===== config.mk =====
export PLATFORM = sky130hd
export DESIGN_NAME = multi_slot_alarm_timer
export DESIGN_NICKNAME = d
export VERILOG_FILES = /design/src/mst_pkg.sv /design/src/multi_slot_alarm_timer.sv
export VERILOG_INCLUDE_DIRS = /design/src /design/src/src
export SDC_FILE = /design/constraint.sdc
export NUM_CORES = 2
export LEC_CHECK = 0
export CORE_ASPECT_RATIO = 1.4
export CORE_MARGIN = 2
export CORE_UTILIZATION = 65
export DETAILED_ROUTE_END_ITERATION = 12
export DONT_BUFFER_PORTS = 1
export GPL_TIMING_DRIVEN = 0
export PLACE_DENSITY = 0.81
export SETUP_SLACK_MARGIN = 0.2
export SKIP_CTS_REPAIR_TIMING = 1
export SLEW_MARGIN = 5
export SYNTH_ARGS = -nofsm -noshare
export SYNTH_HDL_FRONTEND = slang
export SYNTH_SLANG_ARGS = --single-unit

===== constraint.sdc =====
create_clock -name clk -period 11.5 [get_ports clk]
set_input_delay 1.725 -clock clk [delete_from_list [all_inputs] [get_ports clk]]
set_output_delay 1.725 -clock clk [all_outputs]
set_load 0.02 [all_outputs]

===== src/assert_macros.svh =====
// Assertion macros shared by the alarm timer RTL.
// Define ASSERT_OFF to compile every assertion away.
`ifndef ASSERT_MACROS_SVH
`define ASSERT_MACROS_SVH

`ifndef ASSERT_OFF
// Property must hold at every rising edge outside reset.
`define ASSERT_ALWAYS(lbl, clk, rst, prop) \
  lbl: assert property (@(posedge clk) disable iff (rst) (prop)) \
    else $error("assertion failed");
// Condition must never be true at a rising edge outside reset.
`define ASSERT_NEVER(lbl, clk, rst, cond) \
  lbl: assert property (@(posedge clk) disable iff (rst) !(cond)) \
    else $error("forbidden condition seen");
`else
`define ASSERT_ALWAYS(lbl, clk, rst, prop)
`define ASSERT_NEVER(lbl, clk, rst, cond)
`endif

`endif


===== src/mst_pkg.sv =====
// Shared types and constants of the multi-slot alarm timer.
// No dependencies; used by multi_slot_alarm_timer.
`timescale 1ns / 1ps

package mst_pkg;

  localparam int NUM_SLOTS   = 8;
  localparam int IDX_W       = $clog2(NUM_SLOTS);
  localparam int MAX_RESULTS = 8;
  localparam int CNT_W       = $clog2(MAX_RESULTS + 1);

  localparam int TIME_W  = 64;
  localparam int DELAY_W = 32;
  localparam int CPM_W   = 20;
  localparam int PROD_W  = DELAY_W + CPM_W;

  localparam logic [CPM_W-1:0] CPM_RESET = CPM_W'(168000);

  // APB register map: one 32-bit register per word.
  localparam int PADDR_W = 3;
  localparam logic REG_CYCLES_PER_MS = 1'b0;

  typedef enum logic [3:0] {
    OP_INIT        = 4'd0,
    OP_DEINIT      = 4'd1,
    OP_ALLOCATE    = 4'd2,
    OP_FREE        = 4'd3,
    OP_ARM_ONESHOT = 4'd4,
    OP_ARM_PERIOD  = 4'd5,
    OP_DISARM      = 4'd6,
    OP_SUSPEND     = 4'd7,
    OP_RESUME      = 4'd8,
    OP_DISPATCH    = 4'd9
  } op_t;

  typedef enum logic [1:0] {
    KIND_REPLY = 2'd0,
    KIND_FIRE  = 2'd1,
    KIND_NONE  = 2'd2
  } kind_t;

  // One table entry; a period of zero marks a one-shot alarm.
  typedef struct packed {
    logic [TIME_W-1:0] expiry;
    logic [TIME_W-1:0] period;
  } slot_timing_t;

endpackage


===== src/multi_slot_alarm_timer.sv =====
// Top level of the multi-slot alarm timer: command decode, slot flags,
// timing memory and dispatch scan. Depends on mst_pkg and assert_macros.svh.
`timescale 1ns / 1ps
`include "assert_macros.svh"

// Usage
// Commands enter on the input channel (in_valid/in_stall with opcode, slot,
// arm_delay, now, key); results leave on the output channel (out_valid/
// out_stall with result_kind, slot_out, flag, last). One command is in work
// at a time and in_stall is high while it is.
// Most commands go from transfer to the reply state, which loads the result.
// Arm commands on a valid slot first multiply arm_delay by cycles_per_ms, then
// add now and write the timing memory, then present the reply. Dispatch reads
// the timing memory one slot per cycle while the output is not stalled; the
// single memory read port sets that rate.
// The next command is accepted in the cycle after the final result is loaded.
// Dispatch results are held back one slot so that last can be set on the
// final fire event, or on the "nothing due" result when no slot fires.
// A stalled output freezes the scan on the slot that needs to push a result;
// no state changes until the result is taken.
// Reset clears the flags, the output and the initialised bit, and loads
// cycles_per_ms with its default. The timing memory is not cleared: an entry is
// used only while its slot is armed, and arming writes it. The user must write
// cycles_per_ms over the APB port, byte address 0, only while idle; unenforced.

module multi_slot_alarm_timer (
  input  logic                              clk,
  input  logic                              rst,
  // command channel
  input  logic                              in_valid,
  output logic                              in_stall,
  input  logic [3:0]                        opcode,
  input  logic [2:0]                        slot,
  input  logic [mst_pkg::DELAY_W-1:0]       arm_delay,
  input  logic [mst_pkg::TIME_W-1:0]        now,
  input  logic                              key,
  // result channel
  output logic                              out_valid,
  input  logic                              out_stall,
  output logic [1:0]                        result_kind,
  output logic [2:0]                        slot_out,
  output logic                              flag,
  output logic                              last,
  // configuration port
  input  logic                              psel,
  input  logic                              penable,
  input  logic                              pwrite,
  input  logic [mst_pkg::PADDR_W-1:0]       paddr,
  input  logic [31:0]                       pwdata,
  output logic [31:0]                       prdata,
  output logic                              pready
);

  typedef enum logic [5:0] {
    ST_IDLE  = 6'b000001,
    ST_MUL   = 6'b000010,
    ST_ARMW  = 6'b000100,
    ST_REPLY = 6'b001000,
    ST_SCAN  = 6'b010000,
    ST_FIN   = 6'b100000
  } state_t;

  state_t state;

  logic                                initialised;
  logic [mst_pkg::NUM_SLOTS-1:0]       in_use;
  logic [mst_pkg::NUM_SLOTS-1:0]       armed;
  logic [mst_pkg::NUM_SLOTS-1:0]       suspended;
  logic [mst_pkg::CPM_W-1:0]           cycles_per_ms;

  logic [3:0]                          cmd_op;
  logic [mst_pkg::IDX_W-1:0]           cmd_slot;
  logic [mst_pkg::DELAY_W-1:0]         cmd_delay;
  logic [mst_pkg::TIME_W-1:0]          cmd_now;
  logic [mst_pkg::PROD_W-1:0]          prod;
  logic                                rep_flag;
  logic [2:0]                          rep_slot;

  logic [mst_pkg::IDX_W-1:0]           scan_idx;
  logic                                pend_valid;
  logic [2:0]                          pend_slot;
  logic [mst_pkg::CNT_W-1:0]           fire_cnt;

  // Timing memory, one read and one write port, registered read data.
  mst_pkg::slot_timing_t               timing_mem [mst_pkg::NUM_SLOTS];
  mst_pkg::slot_timing_t               rd_data;
  logic [mst_pkg::IDX_W-1:0]           rd_addr;
  logic                                mem_we;
  logic [mst_pkg::IDX_W-1:0]           mem_wa;
  mst_pkg::slot_timing_t               mem_wd;

  logic                                accept;
  logic                                slot_ok;
  logic [mst_pkg::IDX_W-1:0]           slot_idx;
  logic                                free_found;
  logic [mst_pkg::IDX_W-1:0]           free_idx;
  logic                                eligible;
  logic                                due;
  logic                                fire;
  logic                                advance;
  logic                                out_free;
  logic                                out_load;
  logic [1:0]                          kind_next;
  logic [2:0]                          slot_out_next;
  logic                                flag_next;
  logic                                last_next;
  logic [mst_pkg::TIME_W-1:0]          add_b;
  logic [mst_pkg::TIME_W-1:0]          add_sum;
  logic                                cfg_write;

  assign in_stall  = (state != ST_IDLE);
  assign accept    = in_valid && !in_stall;
  assign slot_idx  = slot[mst_pkg::IDX_W-1:0];
  assign slot_ok   = initialised && (32'(slot) < mst_pkg::NUM_SLOTS);
  assign out_free  = !out_valid || !out_stall;

  assign pready    = 1'b1;
  assign cfg_write = psel && penable && pwrite && pready;
  assign prdata    = (paddr[2] == mst_pkg::REG_CYCLES_PER_MS) ?
                     32'(cycles_per_ms) : 32'd0;

  // Lowest free slot for allocate.
  always_comb begin
    free_found = 1'b0;
    free_idx   = '0;
    for (int i = mst_pkg::NUM_SLOTS - 1; i >= 0; i--) begin
      if (!in_use[i]) begin
        free_found = 1'b1;
        free_idx   = mst_pkg::IDX_W'(i);
      end
    end
  end

  // Scan evaluation on the entry whose read data is present this cycle.
  assign eligible = in_use[scan_idx] && armed[scan_idx] && !suspended[scan_idx]
                    && (fire_cnt < mst_pkg::CNT_W'(mst_pkg::MAX_RESULTS));
  assign due      = (cmd_now >= rd_data.expiry);
  assign fire     = (state == ST_SCAN) && eligible && due;
  // A new fire pushes out the held one, which needs room at the output.
  assign advance  = !(fire && pend_valid && !out_free);

  // One adder serves the arm write and the periodic rearm.
  assign add_b   = (state == ST_ARMW) ? mst_pkg::TIME_W'(prod) : rd_data.period;
  assign add_sum = cmd_now + add_b;

  always_comb begin
    rd_addr = '0;
    if (state == ST_SCAN) begin
      rd_addr = advance ? scan_idx + 1'b1 : scan_idx;
    end
  end

  always_comb begin
    mem_we        = 1'b0;
    mem_wa        = scan_idx;
    mem_wd.expiry = add_sum;
    mem_wd.period = rd_data.period;
    if (state == ST_ARMW) begin
      mem_we        = 1'b1;
      mem_wa        = cmd_slot;
      mem_wd.period = (cmd_op == mst_pkg::OP_ARM_PERIOD) ?
                      mst_pkg::TIME_W'(prod) : '0;
    end else if (fire && advance && (rd_data.period != '0)) begin
      mem_we = 1'b1;
    end
  end

  always_ff @(posedge clk) begin
    if (mem_we) begin
      timing_mem[mem_wa] <= mem_wd;
    end
    rd_data <= timing_mem[rd_addr];
  end

  // Result selection for the output register.
  always_comb begin
    out_load      = 1'b0;
    kind_next     = mst_pkg::KIND_REPLY;
    slot_out_next = rep_slot;
    flag_next     = rep_flag;
    last_next     = 1'b1;
    case (state)
      ST_REPLY: begin
        out_load = out_free;
      end
      ST_SCAN: begin
        out_load      = fire && pend_valid && advance;
        kind_next     = mst_pkg::KIND_FIRE;
        slot_out_next = pend_slot;
        flag_next     = 1'b0;
        last_next     = 1'b0;
      end
      ST_FIN: begin
        out_load      = out_free;
        kind_next     = pend_valid ? mst_pkg::KIND_FIRE : mst_pkg::KIND_NONE;
        slot_out_next = pend_valid ? pend_slot : 3'd0;
        flag_next     = 1'b0;
      end
      default: begin
        out_load = 1'b0;
      end
    endcase
  end

  always_ff @(posedge clk) begin
    if (out_load) begin
      result_kind <= kind_next;
      slot_out    <= slot_out_next;
      flag        <= flag_next;
      last        <= last_next;
    end
  end

  always_ff @(posedge clk) begin
    if (rst) begin
      state         <= ST_IDLE;
      initialised   <= 1'b0;
      in_use        <= '0;
      armed         <= '0;
      suspended     <= '0;
      cycles_per_ms <= mst_pkg::CPM_RESET;
      out_valid     <= 1'b0;
      pend_valid    <= 1'b0;
      fire_cnt      <= '0;
      scan_idx      <= '0;
    end else begin
      if (cfg_write && (paddr[2] == mst_pkg::REG_CYCLES_PER_MS)) begin
        cycles_per_ms <= pwdata[mst_pkg::CPM_W-1:0];
      end

      if (out_load) begin
        out_valid <= 1'b1;
      end else if (!out_stall) begin
        out_valid <= 1'b0;
      end

      case (state)
        ST_IDLE: begin
          if (accept) begin
            cmd_op    <= opcode;
            cmd_slot  <= slot_idx;
            cmd_delay <= arm_delay;
            cmd_now   <= now;
            rep_flag  <= 1'b0;
            rep_slot  <= 3'd0;
            state     <= ST_REPLY;
            case (opcode)
              mst_pkg::OP_INIT: begin
                if (!initialised) begin
                  initialised <= 1'b1;
                  in_use      <= '0;
                  armed       <= '0;
                  suspended   <= '0;
                end
              end
              mst_pkg::OP_DEINIT: begin
                initialised <= 1'b0;
              end
              mst_pkg::OP_ALLOCATE: begin
                if (initialised && free_found) begin
                  in_use[free_idx]    <= 1'b1;
                  armed[free_idx]     <= 1'b0;
                  suspended[free_idx] <= 1'b0;
                  rep_flag            <= 1'b1;
                  rep_slot            <= 3'(free_idx);
                end
              end
              mst_pkg::OP_FREE: begin
                if (slot_ok) begin
                  in_use[slot_idx] <= 1'b0;
                end
              end
              mst_pkg::OP_ARM_ONESHOT, mst_pkg::OP_ARM_PERIOD: begin
                if (slot_ok) begin
                  state <= ST_MUL;
                end
              end
              mst_pkg::OP_DISARM: begin
                if (slot_ok) begin
                  rep_flag        <= armed[slot_idx];
                  armed[slot_idx] <= 1'b0;
                end
              end
              mst_pkg::OP_SUSPEND: begin
                if (slot_ok) begin
                  rep_flag            <= suspended[slot_idx];
                  suspended[slot_idx] <= 1'b1;
                end
              end
              mst_pkg::OP_RESUME: begin
                if (slot_ok) begin
                  suspended[slot_idx] <= key;
                end
              end
              mst_pkg::OP_DISPATCH: begin
                scan_idx   <= '0;
                pend_valid <= 1'b0;
                fire_cnt   <= '0;
                state      <= initialised ? ST_SCAN : ST_FIN;
              end
              default: begin
                state <= ST_REPLY;
              end
            endcase
          end
        end
        ST_MUL: begin
          prod  <= mst_pkg::PROD_W'(cmd_delay) * mst_pkg::PROD_W'(cycles_per_ms);
          state <= ST_ARMW;
        end
        ST_ARMW: begin
          armed[cmd_slot] <= 1'b1;
          state           <= ST_REPLY;
        end
        ST_REPLY: begin
          if (out_free) begin
            state <= ST_IDLE;
          end
        end
        ST_SCAN: begin
          if (advance) begin
            if (fire) begin
              fire_cnt   <= fire_cnt + 1'b1;
              pend_valid <= 1'b1;
              pend_slot  <= 3'(scan_idx);
              if (rd_data.period == '0) begin
                armed[scan_idx] <= 1'b0;
              end
            end
            if (scan_idx == mst_pkg::IDX_W'(mst_pkg::NUM_SLOTS - 1)) begin
              state <= ST_FIN;
            end else begin
              scan_idx <= scan_idx + 1'b1;
            end
          end
        end
        ST_FIN: begin
          if (out_free) begin
            state <= ST_IDLE;
          end
        end
        default: begin
          state <= ST_IDLE;
        end
      endcase
    end
  end

  // A result is never loaded over one that is still waiting to be taken.
  `ASSERT_NEVER(a_no_overwrite, clk, rst, out_load && out_valid && out_stall)
  // The timing memory is written only by an arm or a periodic rearm.
  `ASSERT_NEVER(a_mem_we_state, clk, rst,
                mem_we && !(state == ST_ARMW || state == ST_SCAN))
  // An accepted command keeps the block busy in the next cycle.
  `ASSERT_ALWAYS(a_busy_after_accept, clk, rst, accept |=> in_stall)
  // The number of fire events of one dispatch stays within the limit.
  `ASSERT_ALWAYS(a_fire_limit, clk, rst,
                 fire_cnt <= mst_pkg::CNT_W'(mst_pkg::MAX_RESULTS))

endmodule

==> flow_summary.json <==
{
  "outcome": "complete, but fails checks",
  "violations": "capacitance limit, slew limit",
  "slew_viol_final": 2,
  "antenna_found_initial": 24,
  "synthArstFlopShare_pct": 0,
  "synth_ff_type": "edfxtp_1",
  "crit_path_start": "cycles_per_ms[12]",
  "synthToLayoutAreaGrowth_pct": 9.887,
  "critPathLaunchType": "flop",
  "ys_ff_latch": 1381,
  "clk_pin_slew_ns": 0.06,
  "synth_cell_types": 76,
  "utilization_pct": 72.05,
  "cts_tree": "done",
  "wl_per_cell_um": 28.80,
  "hold_class": "flop to flop",
  "cts.path.max_buffers": 3,
  "nets": 7889,
  "avgViaCountPerCell": 6.583,
  "synth.area.top_cells": "edfxtp_1, fa_1, dfxtp_1",
  "grt_overflow": 0,
  "final_cell_mix": "edfxtp_1, nand2_1, inv_1",
  "grt_pass1_vias": 57560,
  "drc": 0,
  "globalplace.congestion": 1.035,
  "slew_headroom_pct": -4.328,
  "critical_path_required_ns": 12.02,
  "r2r-start": "cycles_per_ms[12]",
  "tightest_slew_ns": 1.551,
  "fmax_ghz": 0.1094,
  "finalPower_mw": 13.37,
  "yosysWarningCount": 0,
  "synth_xor_area_share_pct": 1.234,
  "io_pins": 188,
  "synth_top_area_share_pct": 46.30,
  "final_common_cell": "edfxtp_1",
  "post-route-period-util_pct": 79.48,
  "synth_top_family_by_area": "adder cells",
  "std_cell_rows": 149,
  "grt_max_degree": 36,
  "synth_fa_ha_area_share_pct": 18.62,
  "end_kind": "flop",
  "core_um2": 118000,
  "setup-tns-final_ns": 0,
  "dp.cells": 8364,
  "vias": 56790,
  "stdcell_count": 8626,
  "die_area_um2": 121900,
  "syn_avg_cell_area_um2": 11.53,
  "p_per_area_nw_per_um2": 157.3,
  "hpwl_um": 181600,
  "cp_max_fo": 10,
  "multiInputGateArea_um2": 33790,
  "clock_skew_ns": 0.03113,
  "fp.dieW_um": 295.6,
  "drt_iter0_drc": 6973,
  "synth_mux_area_share_pct": 0.4204,
  "drtPass1Iterations": 9,
  "syn_inst": 6711,
  "htree_levels": 4,
  "grt_usage_pct": 41.09,
  "timing.final.crit_period_ns": 9.141,
  "synth_compound_area_share_pct": 9.992,
  "seq_area_frac_synth_pct": 51.16,
  "synth_top_cell_by_area": "edfxtp_1",
  "io_buffers": 0,
  "netlist_area_um2": 77370,
  "cts.sinks": 1381,
  "setup_viol": 0,
  "arrival_ns": 9.66,
  "grt_pass1_wl_um": 359700,
  "dp_slack_ns": 2.699,
  "die_h_um": 412.2,
  "nFillCells": 7771,
  "p_leak_nw": 33.04,
  "fin_ws_ns": 2.359,
  "synth_edf_count": 1193,
  "maxCapViolCount": 1,
  "seqCellArea_um2": 39590,
  "drive_gt1_share_pct": 5.310,
  "worstHoldStart": "fire_cnt[3]",
  "start_util_pct": 65.57,
  "crit_type": "flop to flop",
  "cts_buffers": 133,
  "clock-root-buffer": "clkbuf_16",
  "vdd_drop_max_mv": 0.1749,
  "yosys.area_share.simple_pct": 13.24,
  "routed_wl_um": 248400,
  "grt_setup_unrepaired": "no",
  "final-hold-violation-count": 0,
  "clk-insertion-delay-late_ns": 0.80,
  "drtAntennaViolNets": 0
}
per-layer routing:
| layer | part of all wire (%) | vias up | routed length [um] | track usage, % |
|---|---|---|---|---|
| li1 | - | 23730 | - | - |
| met1 | 31 | 27460 | 76100 | 43.85 |
| met2 | 47 | 4276 | 115800 | 66.33 |
| met3 | 11 | 1296 | 28310 | 11.07 |
| met4 | 11 | 22 | 28030 | 37.88 |
| met5 | 0.059 | - | 146 | 0 |
through the flow:
| stage | instance area, um^2 | hold slack [ns] |
|---|---|---|
| 2_1_floorplan | 77420 | 0.4275 |
| 3_3_place_gp | 79400 | 0.4541 |
| 3_5_place_dp | 80660 | 0.4550 |
| 4_1_cts | 84980 | 0.4630 |
| 5_1_grt | 85010 | 0.5010 |
| 6_report | 85020 | 0.4634 |
sequential cells by signal, indices dropped and copies added, names as in the netlist, 6 cells and up:
signal	flops
cmd_delay	32
state	6
armed	8
prod	52
cmd_now	64
suspended	8
timing_mem	1024
cycles_per_ms	20
rd_data	128
in_use	8
cell type report:
cell class / instances / area share (%)
buffer: 397 / 1.926
timing repair buffer: 57 / 1.398
clock buffer: 181 / 4.269
inverter: 661 / 2.918
sequential: 1381 / 46.56
tap: 1585 / 2.332
multi-input combinational: 4283 / 39.74
antenna: 16 / 0.04709
clock inverter: 65 / 0.8035
where the power goes:
group | internal (mW) | switching (mW)
clock | 2.41 | 1.97
combinational | 1.28 | 2.06
sequential | 5.62 | 0.0392
total | 9.31 | 4.06
cell families after synthesis:
group                      after synthesis
DFF                                   1381
buffers and inverters                 1058
adders and majority gates              829
muxes                                   27
other                                    2
and+or+nand+nor                       2099
AOI/OAI and AO/OA                     1206
xor gates and xnor gates               109
worst max-delay path: stages, from the launching register on:
cell and delay (ns):
dfxtp_1 0.30, clkbuf_1 0.67, clkbuf_1 0.78, nand2_1 0.18
fa_1 0.55, inv_1 0.05, fa_1 0.49, fa_1 0.57
fa_1 0.43, fa_1 0.46, fa_1 0.50, inv_1 0.05
fa_1 0.51, inv_1 0.06, ha_1 0.27, clkbuf_1 0.26
nand3_1 0.17, nor2_1 0.17, nand2_1 0.11, a2111oi_1 1.02
o211ai_1 0.28, nand2_1 0.18, a21oi_1 0.08, o21bai_1 0.35
a31oi_1 0.17, xnor2_1 0.18
path summary, 6_finish.rpt:
kind | end | cells past startpoint | slack, ns
setup reg to reg | prod[44] | 25 | 2.36
hold reg to reg | fire_cnt[3] | 2 | 0.46
hold / removal | fire_cnt[3] | 2 | 0.46
setup / recovery | prod[44] | 25 | 2.36
cell usage after synthesis (all sizes together), types with 105 or more instances:
cell	instances
inv	660
o21ai	303
nor3	112
nand3	160
a21oi	251
edfxtp	1193
ha	292
fa	537
and2	319
nand2	923
dfxtp	188
clkbuf	306
o22ai	105
nor2	257
a211oi	160
No activity file was read; power rests on OpenSTA's default activity.
